## src/rtl/cxl_pkg.sv

```systemverilog
// Shared constants, codes and coefficient table for the cycloid X/Y LFO.
package cxl_pkg;

    // Default geometry
    localparam int PHASE_BITS_DEF = 32;
    localparam int SINE_BITS_DEF  = 16;

    // Fixed field widths
    localparam int INC_W     = 32;
    localparam int AMT_W     = 17;
    localparam int DEPTH_W   = 19;
    localparam int GAIN_W    = 18;
    localparam int VOLT_W    = 16;
    localparam int RATIO_W   = 24;
    localparam int CFG_IDX_W = 3;
    localparam int CFG_DATA_W = 16;

    // Configuration register indexes
    typedef enum logic [CFG_IDX_W-1:0] {
        CFG_RANGE_MODE = 3'd0,
        CFG_RATIO_FREE = 3'd1,
        CFG_MUSICAL    = 3'd2,
        CFG_WOB_PHASE  = 3'd3,
        CFG_X_UNI      = 3'd4,
        CFG_Y_UNI      = 3'd5
    } cfg_idx_t;

    // Ratio range modes
    localparam logic [1:0] RANGE_INWARD  = 2'd0;
    localparam logic [1:0] RANGE_BIDIR   = 2'd1;
    localparam logic [1:0] RANGE_OUTWARD = 2'd2;

    // Sine sequencer steps
    localparam logic [2:0] SINE_SQ   = 3'd0;
    localparam logic [2:0] SINE_SEED = 3'd1;
    localparam logic [2:0] SINE_OUT  = 3'd6;

    // Mix sequencer steps
    localparam logic [2:0] MIX_THROB = 3'd0;
    localparam logic [2:0] MIX_WOB   = 3'd1;
    localparam logic [2:0] MIX_HI    = 3'd2;
    localparam logic [2:0] MIX_LO    = 3'd3;
    localparam logic [2:0] MIX_SAT   = 3'd4;

    // Sine result slots
    localparam logic [1:0] SIN_TC = 2'd0;
    localparam logic [1:0] SIN_TS = 2'd1;
    localparam logic [1:0] SIN_WC = 2'd2;
    localparam logic [1:0] SIN_WS = 2'd3;

    localparam logic [31:0] QUARTER_TURN = 32'h4000_0000;
    localparam logic [32:0] Q30_ONE      = 33'h0_4000_0000;
    localparam logic [32:0] POLY_SEED    = 33'd3864;

    // Odd Taylor coefficients, Q30, highest order first after the seed
    function automatic logic [31:0] poly_coef(input logic [2:0] step);
        logic [31:0] c;
        case (step)
            3'd1:    c = 32'd172272;
            3'd2:    c = 32'd5026995;
            3'd3:    c = 32'd85569306;
            3'd4:    c = 32'd693598668;
            3'd5:    c = 32'd1686629713;
            default: c = 32'd0;
        endcase
        return c;
    endfunction

endpackage

```

## src/rtl/cycloid_xy_lfo.sv

```systemverilog
// Cycloid X/Y LFO: throb and wobble rotors mixed into an X/Y voltage pair.
// Per item: phase update, then four sines in turn on the shared 33x33 multiplier
//   (angle fold, square, Horner steps, output scale), X and Y mix, handoff.
// in_stall is high outside idle: one item at a time on the single shared multiplier.
// Reset (rst_n low, async): phases cleared, registers to defaults, output empty.
// A new result waits in the handoff state until the previous one is taken.
module cycloid_xy_lfo #(
    parameter int PHASE_BITS = cxl_pkg::PHASE_BITS_DEF,
    parameter int SINE_BITS  = cxl_pkg::SINE_BITS_DEF
) (
    input  logic                                 clk,
    input  logic                                 rst_n,
    input  logic                                 cfg_we,
    input  logic [cxl_pkg::CFG_IDX_W-1:0]        cfg_index,
    input  logic [cxl_pkg::CFG_DATA_W-1:0]       cfg_data,
    input  logic                                 in_valid,
    output logic                                 in_stall,
    input  logic signed [cxl_pkg::INC_W-1:0]     throb_increment,
    input  logic [cxl_pkg::AMT_W-1:0]            ratio_amount,
    input  logic signed [cxl_pkg::DEPTH_W-1:0]   depth_amount,
    input  logic [cxl_pkg::GAIN_W-1:0]           x_gain,
    input  logic [cxl_pkg::GAIN_W-1:0]           y_gain,
    output logic                                 out_valid,
    input  logic                                 out_stall,
    output logic signed [cxl_pkg::VOLT_W-1:0]    x_volts,
    output logic signed [cxl_pkg::VOLT_W-1:0]    y_volts
);
    import cxl_pkg::*;

    // Sine value: +/- 2^SINE_BITS
    localparam int SW   = SINE_BITS + 2;
    // Depth mix, including the unipolar lift
    localparam int MIXW = SINE_BITS + 19;
    // Upper bits of the mix above bit 20, split off for the gain multiply
    localparam int HI_W = MIXW - 21;
    // Mix times gain times five
    localparam int VW   = MIXW + 21;
    // Rounded volts before saturation
    localparam int RW   = VW - 22 - SINE_BITS;

    typedef enum logic [5:0] {
        ST_IDLE   = 6'b000001,
        ST_PHASE  = 6'b000010,
        ST_ANGLE  = 6'b000100,
        ST_SINE   = 6'b001000,
        ST_MIX    = 6'b010000,
        ST_FINISH = 6'b100000
    } state_t;

    // ------------------------------------------------------------------
    // Control and configuration state
    // ------------------------------------------------------------------
    state_t state_reg, state_next;
    logic [2:0] step_reg, step_next;
    logic [1:0] sidx_reg, sidx_next;
    logic       chan_reg, chan_next;
    logic       out_valid_reg, out_valid_next;

    logic [1:0]  ratio_range_mode_reg;
    logic        ratio_free_reg;
    logic        musical_ratios_reg;
    logic [15:0] wobble_phase_knob_reg;
    logic        x_unipolar_reg;
    logic        y_unipolar_reg;

    logic [PHASE_BITS-1:0] throb_phase_reg, throb_phase_next;
    logic [PHASE_BITS-1:0] wobble_phase_reg, wobble_phase_next;

    // ------------------------------------------------------------------
    // Payload registers (no reset)
    // ------------------------------------------------------------------
    logic signed [INC_W-1:0]   inc_reg, inc_next;
    logic signed [RATIO_W-1:0] ratio_reg, ratio_next;
    logic [16:0]               d_reg, d_next;
    logic [GAIN_W-1:0]         xg_reg, xg_next, yg_reg, yg_next;
    logic [30:0]               x_reg, x_next;
    logic                      neg_reg, neg_next;
    logic [30:0]               x2_reg, x2_next;
    logic [31:0]               t_reg, t_next;
    logic signed [SW-1:0]      tc_reg, tc_next, ts_reg, ts_next;
    logic signed [SW-1:0]      wc_reg, wc_next, ws_reg, ws_next;
    logic signed [MIXW-1:0]    mix_reg, mix_next;
    logic signed [VW-1:0]      v_reg, v_next;
    logic signed [VOLT_W-1:0]  xres_reg, xres_next, yres_reg, yres_next;
    logic signed [VOLT_W-1:0]  x_volts_reg, x_volts_next, y_volts_reg, y_volts_next;

    logic in_xfer;

    assign in_stall  = (state_reg != ST_IDLE);
    assign in_xfer   = in_valid && !in_stall;
    assign out_valid = out_valid_reg;
    assign x_volts   = x_volts_reg;
    assign y_volts   = y_volts_reg;

    // ------------------------------------------------------------------
    // Wobble ratio (Q16) and clamped depth, formed at the input transfer
    // ------------------------------------------------------------------
    logic signed [RATIO_W-1:0] r_raw, r_mus, r_pos, r_mag, r_fin;
    logic [16:0]               d_clamp;

    always_comb
    begin
        case (ratio_range_mode_reg)
            RANGE_INWARD:
            begin
                r_raw = $signed({3'b000, ratio_amount, 4'b0000});
            end
            RANGE_BIDIR:
            begin
                r_raw = 24'sd1048576 - $signed({2'b00, ratio_amount, 5'b00000});
            end
            default:
            begin
                // outward, and the unused code behaves the same
                r_raw = -$signed({3'b000, ratio_amount, 4'b0000});
            end
        endcase
        r_mus = musical_ratios_reg ? r_raw : r_raw + 24'sd65536;
        r_pos = r_mus + 24'sd32768;
        r_mag = -r_mus + 24'sd32768;
        // Whole-number ratios round halves away from zero
        if (ratio_free_reg)
        begin
            r_fin = r_mus;
        end
        else if (!r_mus[RATIO_W-1])
        begin
            r_fin = $signed({r_pos[RATIO_W-1:16], 16'h0000});
        end
        else
        begin
            r_fin = -$signed({r_mag[RATIO_W-1:16], 16'h0000});
        end

        if (depth_amount[DEPTH_W-1])
        begin
            d_clamp = 17'd0;
        end
        else if (depth_amount > 19'sd65536)
        begin
            d_clamp = 17'd65536;
        end
        else
        begin
            d_clamp = depth_amount[16:0];
        end
    end

    // ------------------------------------------------------------------
    // Rotor angles: 32-bit turns taken from the phase accumulators
    // ------------------------------------------------------------------
    logic signed [16:0]    off_raw, off_use;
    logic [PHASE_BITS-1:0] off_phase, wob_read;
    logic [31:0]           t_ang, w_ang, sel_ang;
    logic [30:0]           ang_x;
    logic [47:0]           inc48;
    logic [PHASE_BITS-1:0] tinc;

    always_comb
    begin
        // Knob center is zero offset; offset flips with a negative ratio
        off_raw   = $signed({1'b0, wobble_phase_knob_reg}) - 17'sd32768;
        off_use   = ratio_reg[RATIO_W-1] ? -off_raw : off_raw;
        off_phase = PHASE_BITS'(off_use[15:0]) << (PHASE_BITS - 16);
        wob_read  = wobble_phase_reg + off_phase;
        t_ang     = 32'({throb_phase_reg, 32'h0000_0000} >> PHASE_BITS);
        w_ang     = 32'({wob_read, 32'h0000_0000} >> PHASE_BITS);
        case (sidx_reg)
            SIN_TC:  sel_ang = t_ang + QUARTER_TURN;
            SIN_TS:  sel_ang = t_ang;
            SIN_WC:  sel_ang = w_ang + QUARTER_TURN;
            default: sel_ang = w_ang;
        endcase
        // Fold to the first quadrant; the odd quadrants mirror
        if (sel_ang[30])
        begin
            ang_x = 31'h4000_0000 - {1'b0, sel_ang[29:0]};
        end
        else
        begin
            ang_x = {1'b0, sel_ang[29:0]};
        end
        // Throb advance in 2^-48 turns, floored to the accumulator scale
        inc48 = {inc_reg, 16'h0000};
        tinc  = inc48[47 -: PHASE_BITS];
    end

    // ------------------------------------------------------------------
    // Shared 33x33 signed multiplier and its operand select
    // ------------------------------------------------------------------
    logic signed [32:0]     mul_a, mul_b;
    logic signed [65:0]     mul_p;
    logic signed [SW-1:0]   thr_sel, wob_sel;
    logic [GAIN_W-1:0]      gain_sel;
    logic [20:0]            g5;
    logic signed [HI_W-1:0] mix_hi;
    logic [20:0]            mix_lo;
    logic [16:0]            d_inv;

    always_comb
    begin
        thr_sel  = chan_reg ? ts_reg : tc_reg;
        wob_sel  = chan_reg ? ws_reg : wc_reg;
        gain_sel = chan_reg ? yg_reg : xg_reg;
        g5       = {3'b000, gain_sel} + {1'b0, gain_sel, 2'b00};
        mix_hi   = mix_reg[MIXW-1:21];
        mix_lo   = mix_reg[20:0];
        d_inv    = 17'd65536 - d_reg;

        mul_a = '0;
        mul_b = '0;
        case (state_reg)
            ST_PHASE:
            begin
                mul_a = 33'(ratio_reg);
                mul_b = 33'(inc_reg);
            end
            ST_SINE:
            begin
                case (step_reg)
                    SINE_SQ:
                    begin
                        mul_a = {2'b00, x_reg};
                        mul_b = {2'b00, x_reg};
                    end
                    SINE_SEED:
                    begin
                        mul_a = POLY_SEED;
                        mul_b = {2'b00, x2_reg};
                    end
                    SINE_OUT:
                    begin
                        mul_a = {2'b00, x_reg};
                        mul_b = {1'b0, t_reg};
                    end
                    default:
                    begin
                        mul_a = {1'b0, t_reg};
                        mul_b = {2'b00, x2_reg};
                    end
                endcase
            end
            ST_MIX:
            begin
                case (step_reg)
                    MIX_THROB:
                    begin
                        mul_a = {16'h0000, d_inv};
                        mul_b = 33'(thr_sel);
                    end
                    MIX_WOB:
                    begin
                        mul_a = {16'h0000, d_reg};
                        mul_b = 33'(wob_sel);
                    end
                    MIX_HI:
                    begin
                        mul_a = 33'(mix_hi);
                        mul_b = {12'h000, g5};
                    end
                    MIX_LO:
                    begin
                        mul_a = {12'h000, mix_lo};
                        mul_b = {12'h000, g5};
                    end
                    default:
                    begin
                        mul_a = '0;
                        mul_b = '0;
                    end
                endcase
            end
            default:
            begin
                mul_a = '0;
                mul_b = '0;
            end
        endcase
        mul_p = mul_a * mul_b;
    end

    // ------------------------------------------------------------------
    // Post-multiply arithmetic
    // ------------------------------------------------------------------
    logic [65:0]            rsum;
    logic [32:0]            s_full;
    logic [30:0]            s_clamp;
    logic [31:0]            s_sum;
    logic [SINE_BITS:0]     s_mag;
    logic signed [SW-1:0]   sin_val;
    logic [MIXW-1:0]        uni_term;
    logic [RW-1:0]          r_sh;
    logic signed [VOLT_W-1:0] sat_val;

    always_comb
    begin
        // Q30 product, rounded half up
        rsum    = mul_p + (66'd1 << 29);
        s_full  = rsum[62:30];
        s_clamp = (s_full > Q30_ONE) ? Q30_ONE[30:0] : s_full[30:0];
        s_sum   = {1'b0, s_clamp} + (32'd1 << (29 - SINE_BITS));
        s_mag   = s_sum[30 - SINE_BITS +: SINE_BITS + 1];
        sin_val = neg_reg ? -$signed({1'b0, s_mag}) : $signed({1'b0, s_mag});

        if (chan_reg ? y_unipolar_reg : x_unipolar_reg)
        begin
            uni_term = MIXW'(1) << (16 + SINE_BITS);
        end
        else
        begin
            uni_term = '0;
        end

        r_sh = v_reg[VW-1 -: RW];
        if ((&r_sh[RW-1:VOLT_W-1]) || !(|r_sh[RW-1:VOLT_W-1]))
        begin
            sat_val = r_sh[VOLT_W-1:0];
        end
        else
        begin
            sat_val = r_sh[RW-1] ? 16'sh8000 : 16'sh7FFF;
        end
    end

    // ------------------------------------------------------------------
    // Sequencer
    // ------------------------------------------------------------------
    always_comb
    begin
        state_next        = state_reg;
        step_next         = step_reg;
        sidx_next         = sidx_reg;
        chan_next         = chan_reg;
        out_valid_next    = out_valid_reg && out_stall;
        throb_phase_next  = throb_phase_reg;
        wobble_phase_next = wobble_phase_reg;
        inc_next          = inc_reg;
        ratio_next        = ratio_reg;
        d_next            = d_reg;
        xg_next           = xg_reg;
        yg_next           = yg_reg;
        x_next            = x_reg;
        neg_next          = neg_reg;
        x2_next           = x2_reg;
        t_next            = t_reg;
        tc_next           = tc_reg;
        ts_next           = ts_reg;
        wc_next           = wc_reg;
        ws_next           = ws_reg;
        mix_next          = mix_reg;
        v_next            = v_reg;
        xres_next         = xres_reg;
        yres_next         = yres_reg;
        x_volts_next      = x_volts_reg;
        y_volts_next      = y_volts_reg;

        case (state_reg)
            ST_IDLE:
            begin
                if (in_xfer)
                begin
                    inc_next   = throb_increment;
                    ratio_next = r_fin;
                    d_next     = d_clamp;
                    xg_next    = x_gain;
                    yg_next    = y_gain;
                    state_next = ST_PHASE;
                end
            end
            ST_PHASE:
            begin
                // Wobble advance = ratio * increment, in 2^-48 turns
                throb_phase_next  = throb_phase_reg + tinc;
                wobble_phase_next = wobble_phase_reg + mul_p[47 -: PHASE_BITS];
                sidx_next         = SIN_TC;
                state_next        = ST_ANGLE;
            end
            ST_ANGLE:
            begin
                x_next     = ang_x;
                neg_next   = sel_ang[31];
                step_next  = SINE_SQ;
                state_next = ST_SINE;
            end
            ST_SINE:
            begin
                step_next = step_reg + 3'd1;
                case (step_reg)
                    SINE_SQ:
                    begin
                        x2_next = rsum[60:30];
                    end
                    SINE_OUT:
                    begin
                        case (sidx_reg)
                            SIN_TC:  tc_next = sin_val;
                            SIN_TS:  ts_next = sin_val;
                            SIN_WC:  wc_next = sin_val;
                            default: ws_next = sin_val;
                        endcase
                        if (sidx_reg == SIN_WS)
                        begin
                            chan_next  = 1'b0;
                            step_next  = MIX_THROB;
                            state_next = ST_MIX;
                        end
                        else
                        begin
                            sidx_next  = sidx_reg + 2'd1;
                            state_next = ST_ANGLE;
                        end
                    end
                    default:
                    begin
                        // Horner step: t = c - t * x^2
                        t_next = poly_coef(step_reg) - rsum[61:30];
                    end
                endcase
            end
            ST_MIX:
            begin
                step_next = step_reg + 3'd1;
                case (step_reg)
                    MIX_THROB:
                    begin
                        mix_next = mul_p[MIXW-1:0];
                    end
                    MIX_WOB:
                    begin
                        mix_next = mix_reg + mul_p[MIXW-1:0] + uni_term;
                    end
                    MIX_HI:
                    begin
                        // Rounding bias rides in with the upper partial product
                        v_next = (mul_p[VW-1:0] << 21) + (VW'(1) << (21 + SINE_BITS));
                    end
                    MIX_LO:
                    begin
                        v_next = v_reg + mul_p[VW-1:0];
                    end
                    MIX_SAT:
                    begin
                        if (chan_reg)
                        begin
                            yres_next  = sat_val;
                            state_next = ST_FINISH;
                        end
                        else
                        begin
                            xres_next = sat_val;
                            chan_next = 1'b1;
                            step_next = MIX_THROB;
                        end
                    end
                    default:
                    begin
                        state_next = ST_IDLE;
                    end
                endcase
            end
            ST_FINISH:
            begin
                // Wait here only while the previous result is still unclaimed
                if (!out_valid_reg || !out_stall)
                begin
                    out_valid_next = 1'b1;
                    x_volts_next   = xres_reg;
                    y_volts_next   = yres_reg;
                    state_next     = ST_IDLE;
                end
            end
            default:
            begin
                state_next = ST_IDLE;
            end
        endcase
    end

    // ------------------------------------------------------------------
    // Control, phase and configuration registers
    // ------------------------------------------------------------------
    always_ff @(posedge clk or negedge rst_n)
    begin
        if (!rst_n)
        begin
            state_reg             <= ST_IDLE;
            step_reg              <= '0;
            sidx_reg              <= '0;
            chan_reg              <= 1'b0;
            out_valid_reg         <= 1'b0;
            throb_phase_reg       <= '0;
            wobble_phase_reg      <= '0;
            ratio_range_mode_reg  <= RANGE_OUTWARD;
            ratio_free_reg        <= 1'b1;
            musical_ratios_reg    <= 1'b1;
            wobble_phase_knob_reg <= 16'h8000;
            x_unipolar_reg        <= 1'b0;
            y_unipolar_reg        <= 1'b0;
        end
        else
        begin
            state_reg        <= state_next;
            step_reg         <= step_next;
            sidx_reg         <= sidx_next;
            chan_reg         <= chan_next;
            out_valid_reg    <= out_valid_next;
            throb_phase_reg  <= throb_phase_next;
            wobble_phase_reg <= wobble_phase_next;
            if (cfg_we)
            begin
                case (cfg_index)
                    CFG_RANGE_MODE: ratio_range_mode_reg  <= cfg_data[1:0];
                    CFG_RATIO_FREE: ratio_free_reg        <= cfg_data[0];
                    CFG_MUSICAL:    musical_ratios_reg    <= cfg_data[0];
                    CFG_WOB_PHASE:  wobble_phase_knob_reg <= cfg_data;
                    CFG_X_UNI:      x_unipolar_reg        <= cfg_data[0];
                    CFG_Y_UNI:      y_unipolar_reg        <= cfg_data[0];
                    default:        ;
                endcase
            end
        end
    end

    // Datapath registers
    always_ff @(posedge clk)
    begin
        inc_reg     <= inc_next;
        ratio_reg   <= ratio_next;
        d_reg       <= d_next;
        xg_reg      <= xg_next;
        yg_reg      <= yg_next;
        x_reg       <= x_next;
        neg_reg     <= neg_next;
        x2_reg      <= x2_next;
        t_reg       <= t_next;
        tc_reg      <= tc_next;
        ts_reg      <= ts_next;
        wc_reg      <= wc_next;
        ws_reg      <= ws_next;
        mix_reg     <= mix_next;
        v_reg       <= v_next;
        xres_reg    <= xres_next;
        yres_reg    <= yres_next;
        x_volts_reg <= x_volts_next;
        y_volts_reg <= y_volts_next;
    end

    // ------------------------------------------------------------------
    // Assertions
    // ------------------------------------------------------------------
    a_busy_after_xfer: assert property (@(posedge clk) disable iff (!rst_n)
        in_valid && !in_stall |=> in_stall)
        else $error("block took no work after an input transfer");

    a_result_from_finish: assert property (@(posedge clk) disable iff (!rst_n)
        $rose(out_valid_reg) |-> $past(state_reg == ST_FINISH))
        else $error("result presented outside the handoff state");

    a_sine_step_range: assert property (@(posedge clk) disable iff (!rst_n)
        (state_reg == ST_SINE) |-> (step_reg <= SINE_OUT))
        else $error("sine step counter ran past the last step");

    a_phase_update: assert property (@(posedge clk) disable iff (!rst_n)
        !$stable(throb_phase_reg) |-> $past(state_reg == ST_PHASE))
        else $error("throb phase moved outside the phase update");

endmodule

```

## config.mk

```make
export PLATFORM = sky130hd
export DESIGN_NAME = cycloid_xy_lfo
export DESIGN_NICKNAME = d
export VERILOG_FILES = /design/src/rtl/cxl_pkg.sv /design/src/rtl/cycloid_xy_lfo.sv
export SDC_FILE = /design/constraint.sdc
export NUM_CORES = 2
export LEC_CHECK = 0
export BUFFER_PORTS_ARGS = -buffer_cell sky130_fd_sc_hd__buf_4
export CELL_PAD_IN_SITES_DETAIL_PLACEMENT = 0
export CELL_PAD_IN_SITES_GLOBAL_PLACEMENT = 1
export CORE_MARGIN = 4
export CORE_UTILIZATION = 25
export DETAILED_ROUTE_END_ITERATION = 8
export HOLD_SLACK_MARGIN = 0.12
export PLACE_DENSITY_LB_ADDON = 0.05
export SYNTH_ARGS = -nofsm -noshare
export SYNTH_HDL_FRONTEND = slang
export SYNTH_SLANG_ARGS = --single-unit
```

## constraint.sdc

```tcl
create_clock -name clk -period 17.75 [get_ports clk]
set_input_delay 1.775 -clock clk [delete_from_list [all_inputs] [get_ports clk]]
set_output_delay 1.775 -clock clk [all_outputs]
set_load 0.1 [all_outputs]
```

== After elaboration in Yosys (flattened, before gate mapping) ==
Cells that the tools add are included.
Word-level totals
  bits in registers: 530
  input bits: 128
  output and inout port bits: 34
Cells by class
  $add $sub $neg: 27
  multiply operators: 1
  magnitude comparators: 2
  equality and inequality tests: 30
  muxes and demuxes: 49
  bitwise gates (word level): 3
  reduce and logical (&&, ||, !) cells: 45
Operators with widths (number)
  case mux 33 bit (3 select lines): 3
  case mux 31 bit (5 select lines): 1
  case mux 33 bit (4 select lines): 1
  case mux 32 bit (2 select lines): 2
  case mux 56 bit (2 select lines): 1
  adder 32 bit: 3
  case mux 32 bit (3 select lines): 1
  2-to-1 mux 18 bit: 4
  2-to-1 mux 24 bit: 3
  adder 35 bit: 2
  case mux 35 bit (2 select lines): 1
  adder 32 x 31 -> 32 bit (second input constant): 2
  2-to-1 mux 32 bit: 2
  adder 63 x 30 -> 63 bit (second input constant): 1
  multiplier 33 x 33 -> 63 bit: 1
  adder 56 x 38 -> 56 bit (second input constant): 1
  adder 56 bit: 1
  adder 24 x 17 -> 24 bit (second input constant): 2
  2-to-1 mux 16 bit: 3
  negation 24 bit: 2
  case mux 24 bit (2 select lines): 1
  case mux 6 bit (6 select lines): 1
  > comparator 33 x 31 -> 1 bit (second input constant): 1
  2-to-1 mux 33 bit: 1
  other kinds (55): 116

== Logic depth before layout (Yosys ltp) ==
  word-level depth: 11
  mapped depth: 73

== Worst setup path before layout ==
OpenSTA, ideal clock, no wires.
  kind: register to register
  start point: register chan_reg
  end point: register tc_reg[12] (data pin)
  setup time: 0.273 ns
  arrival time: 16.713 ns
  data required time: 17.477 ns
  slack: 0.765 ns
  cell stages (with the launch flop): 72
  cells stage by stage: dfrtp_1 buf_1 buf_1 clkbuf_1 mux2_2 ha_1 fa_1 a21o_1 a21oi_1 o21bai_1 a21oi_1 o21bai_1 a21oi_1 o21bai_1 a21oi_1 o21bai_1 a21oi_1 o21bai_1 [36 not listed] inv_2 a211oi_1 nand4_1 o31ai_4 inv_2 nor2_1 ha_1 nand2_1 nor4b_1 or4_1 clkbuf_1 mux2i_1 nand2b_1 o21ai_0 nand3_1 o32a_2 o31ai_1 mux2_1
On the way
  word-level cells in the longest chain between the ends: 11
  elaborated cells on any way between the ends: 13
  those cells by class: 4 x add/sub; 1 x mul; 1 x order compare; 7 x mux
Ends and longest elaborated chain
  start, declared: line cycloid_xy_lfo.sv:56  | logic chan_reg, chan_next;
  start signal, assigned: line cycloid_xy_lfo.sv:505  | chan_reg <= chan_next;
  2-to-1 mux 18 bit: line cycloid_xy_lfo.sv:204  | gain_sel = chan_reg ? yg_reg : xg_reg;
  adder 18 x 20 -> 21 bit: line cycloid_xy_lfo.sv:205  | g5 = {3'b000, gain_sel} + {1'b0, gain_sel, 2'b00};
  case mux 33 bit (3 select lines) (*): line cycloid_xy_lfo.sv:245  | case (step_reg)
  case mux 33 bit (3 select lines) (*): line cycloid_xy_lfo.sv:212  | case (state_reg)
  multiplier 33 x 33 -> 63 bit (*): line cycloid_xy_lfo.sv:279  | mul_p = mul_a * mul_b;
  adder 63 x 30 -> 63 bit (*): line cycloid_xy_lfo.sv:298  | rsum = mul_p + (66'd1 << 29);
  via rsum[52]: line cycloid_xy_lfo.sv:285  | logic [65:0] rsum;
  > comparator 33 x 31 -> 1 bit: line cycloid_xy_lfo.sv:300  | s_clamp = (s_full > Q30_ONE) ? Q30_ONE[30:0] : s_full[30:0];
  2-to-1 mux 31 bit (*): line cycloid_xy_lfo.sv:300
  adder 31 x 14 -> 31 bit (*): line cycloid_xy_lfo.sv:301  | s_sum = {1'b0, s_clamp} + (32'd1 << (29 - SINE_BITS));
  negation 17 -> 18 bit: line cycloid_xy_lfo.sv:303  | sin_val = neg_reg ? -$signed({1'b0, s_mag}) : $signed({1'b0, s_mag});
  2-to-1 mux 18 bit (*): line cycloid_xy_lfo.sv:303
  via sin_val[12]: line cycloid_xy_lfo.sv:290  | logic signed [SW-1:0] sin_val;
  end signal, assigned: line cycloid_xy_lfo.sv:536  | tc_reg <= tc_next;
  end, declared: line cycloid_xy_lfo.sv:80  | logic signed [SW-1:0] tc_reg, tc_next, ts_reg, ts_next;
Mark *: on every way through the listed nets, which the timed path passes. The rest lies on a longest branch.
A chain may end at the register's enable or synchronous reset.

== Worst setup path in the final report ==
  start point: register step_reg[2]
  end point: register ws_reg[12] (data pin)
On the way
  word-level cells in the longest chain between the ends: 11
  elaborated cells on any way between the ends: 20
  those cells by class: 3 x add/sub; 1 x mul; 1 x order compare; 4 x eq/ne; 8 x mux; 3 x reduce/logical
Ends and longest elaborated chain
  start, declared: line cycloid_xy_lfo.sv:54  | logic [2:0] step_reg, step_next;
  start signal, assigned: line cycloid_xy_lfo.sv:503  | step_reg <= step_next;
  equality test 3 x 2 -> 1 bit (tied with other cells): line cycloid_xy_lfo.sv:245
  OR reduction 2 bit (no source line)
  case mux 33 bit (3 select lines) or case mux 32 bit (2 select lines) (tied branches): line cycloid_xy_lfo.sv:245, cycloid_xy_lfo.sv:220
  case mux 33 bit (3 select lines): line cycloid_xy_lfo.sv:212
  multiplier 33 x 33 -> 63 bit (*): line cycloid_xy_lfo.sv:279
  adder 63 x 30 -> 63 bit (*): line cycloid_xy_lfo.sv:298
  > comparator 33 x 31 -> 1 bit: line cycloid_xy_lfo.sv:300
  2-to-1 mux 31 bit (*): line cycloid_xy_lfo.sv:300
  adder 31 x 14 -> 31 bit (*): line cycloid_xy_lfo.sv:301
  negation 17 -> 18 bit: line cycloid_xy_lfo.sv:303
  2-to-1 mux 18 bit (*): line cycloid_xy_lfo.sv:303
  via sin_val[12]: line cycloid_xy_lfo.sv:290
  end signal, assigned: line cycloid_xy_lfo.sv:539  | ws_reg <= ws_next;
  end, declared: line cycloid_xy_lfo.sv:81  | logic signed [SW-1:0] wc_reg, wc_next, ws_reg, ws_next;
Marks and branches as above.

==> flow_summary.json <==
{
  "drv_slew": 0,
  "synth_seq_cells": 526,
  "setup-violations-final": 0,
  "fillers": 31300,
  "grt_pass1_wl_mm": 471,
  "met3_usage_pct": 1.61,
  "gr-usage-met1_pct": 31.4,
  "synth_fp_nets": 9799,
  "io_pins": 162,
  "clk_latency_ps": 680,
  "use_met2_pct": 34.4,
  "max_slew.worst_pin.slew_ps": 1360,
  "fp.coreArea_sq_um": 295000,
  "timing.final.crit_period_ps": 16990,
  "cts_tree": "done",
  "seqCellArea_sq_um": 15300,
  "max_freq_ghz": 0.0589,
  "postRouteAntennaNets": 0,
  "first_pass_iters": 6,
  "rsz0062_at_grt": "false",
  "busiest_layer": "met2",
  "grt_max_degree": 75,
  "initial_core_util_pct": 25.2,
  "yosys_warnings": 0,
  "wl_per_cell_um": 26.7,
  "hold_viol": 0,
  "cp_slowest_cell": "fa_1",
  "cts_buffers": 60,
  "grt_pass1_vias": 62100,
  "clockBufferDepth": 3,
  "multi_input_area_sq_um": 52900,
  "cpMostUsedCell": "fa_1",
  "drtIter0Drc": 3709,
  "antenna_found_initial": 23,
  "max_stage_delay_ps": 860,
  "synth_flop_cell": "edfxtp_1",
  "place_hpwl_mm": 266,
  "grt.overflow.total": 0,
  "irDropWorstVdd_mv": 0.109,
  "place_congestion": 0.862,
  "crit_path_start": "step_reg[2]",
  "critPathKind": "reg -> reg",
  "cts.sink_count": 526,
  "synthArstFlopShare_pct": 18.8,
  "cp_max_fo": 20,
  "syn_avg_cell_area_sq_um": 9.18,
  "synthCells": 8075,
  "clk_pin_slew_ps": 70,
  "p_leak_nw": 37.2,
  "vias": 58200,
  "power_density_nw_per_um2": 105,
  "synth_edf_count": 427,
  "required_ps": 18140,
  "cap_violations": 0,
  "routed_wirelength_mm": 326,
  "hold_start": "yres_reg[5]",
  "largest_reg_flops": 56,
  "r2r_start": "step_reg[2]",
  "timing.final.crit_share_pct": 95.7,
  "cts_hold_buf": 0,
  "dieWidth_um": 552,
  "netlist_area_sq_um": 74100,
  "num_rows": 199,
  "worstSetupEndpointType": "flip-flop",
  "fp.dieArea_sq_um": 305000,
  "port_buffers": 161,
  "arrival_ps": 17380,
  "nets": 9986,
  "status": "complete, no violations",
  "critPathTopFamily": "adder cells",
  "setup_tns_ps": 0,
  "ys_seq_area_share_pct": 20.7,
  "die_y_um": 552,
  "path_buf_inv": 10,
  "finClkSkew_ps": 27.6,
  "max_slew_margin_pct": 9.38,
  "ys_types": 109,
  "drive_gt1_share_pct": 9.96,
  "root_buffer": "clkbuf_16",
  "drc": 0,
  "grt_usage_pct": 21.2,
  "h-tree-depth": 2,
  "worstSetupStartpointType": "flip-flop",
  "power_mw": 8.89,
  "worstHoldPathType": "reg -> reg",
  "viasPerCell": 4.76,
  "syn2layout_area_growth_pct": 13.9
}
[routing by layer]
metal	up-vias	part of all wire (%)
met1	30400	50
met4	8	1.6
met2	1175	46
met5	-	0.014
met3	192	3.4
li1	26500	-
[repair_timing]
action / 4_1_cts / 5_1_grt
resized for setup: 0 / 43
endpoints found under the setup margin: 0 / 58
endpoints found under the hold margin: 0 / 0
buffers inserted: 0 / 4
[layout make-up]
cell class,count,share of cell area (%)
flip-flops and latches,526,18.1
well taps,3919,5.81
multi-input cells,5785,62.8
inverters,1414,6.29
clock inverters,42,0.651
clock buffers,72,1.91
diodes,6,0.0178
repair buffers,475,4.40
[through the flow]
step                cells  cell area [sq um]  utilization [%]  hold WS [ps]  worst slack (ps)
global placement    12100              81900             27.8           401               587
finish              12200              84400             28.6           414               759
CTS                 12200              84100             28.5           416               386
global route        12200              84300             28.6           419              2.87
detailed placement  12100              81900             27.8           406               512
floorplan            8075              74100                -           400               765
[layout by cell type (no fill, tap or decap), types with 94 or more instances in the layout]
cell type  count
a21oi_1      295
nor2_1       651
xor2_1       122
nand2_1     1137
inv_1       1400
o21ai_0      257
ha_1         474
edfxtp_1     427
nor3_1        98
and2_1        94
buf_4        461
fa_1        1121
xnor2_1      258
[path summary, 6_finish.rpt]
check	endpoint	slack, ps	cells after the start
max	ws_reg[12]	760	50
min	y_volts[5]	410	0
max reg2reg	ws_reg[12]	760	50
min reg2reg	y_volts[5]	410	0
max in group asynchronous	wobble_phase_reg[6]	15240	2
min in group asynchronous	t_ang[23]	1220	1
[synth_stat cells (all sizes together), types with 53 or more instances]
library cell,number,area [sq um]
nor3,102,510
inv,1411,5300
nor2,663,2490
ha,475,5940
nand2b,53,332
xor2,126,1130
a21oi,307,1550
edfxtp,427,12800
and2,95,594
mux2i,62,621
clkbuf,313,1170
a22oi,63,473
o21ai,288,1440
fa,1121,22400
dfrtp,94,2350
a21o,94,706
xnor2,266,2350
nand2,1138,4270
nand3,95,503
[report_power, final]
| part | leakage [nW] | switching [mW] | internal, mW |
|---|---|---|---|
| Combinational | 30.9 | 3.64 | 1.87 |
| Sequential | 5.26 | 0.225 | 1.75 |
| Clock | 1.04 | 0.598 | 0.812 |
[cell families after synthesis]
logic type	count (synthesis)	synth area share, %
xor+xnor	392	4.69
flops	526	20.7
buf+inv	1764	8.97
compound gates	1220	11.0
fa+ha+maj	1596	38.3
mux	112	1.60
simple gates	2465	14.7
Power figures use the tool's default switching activity.
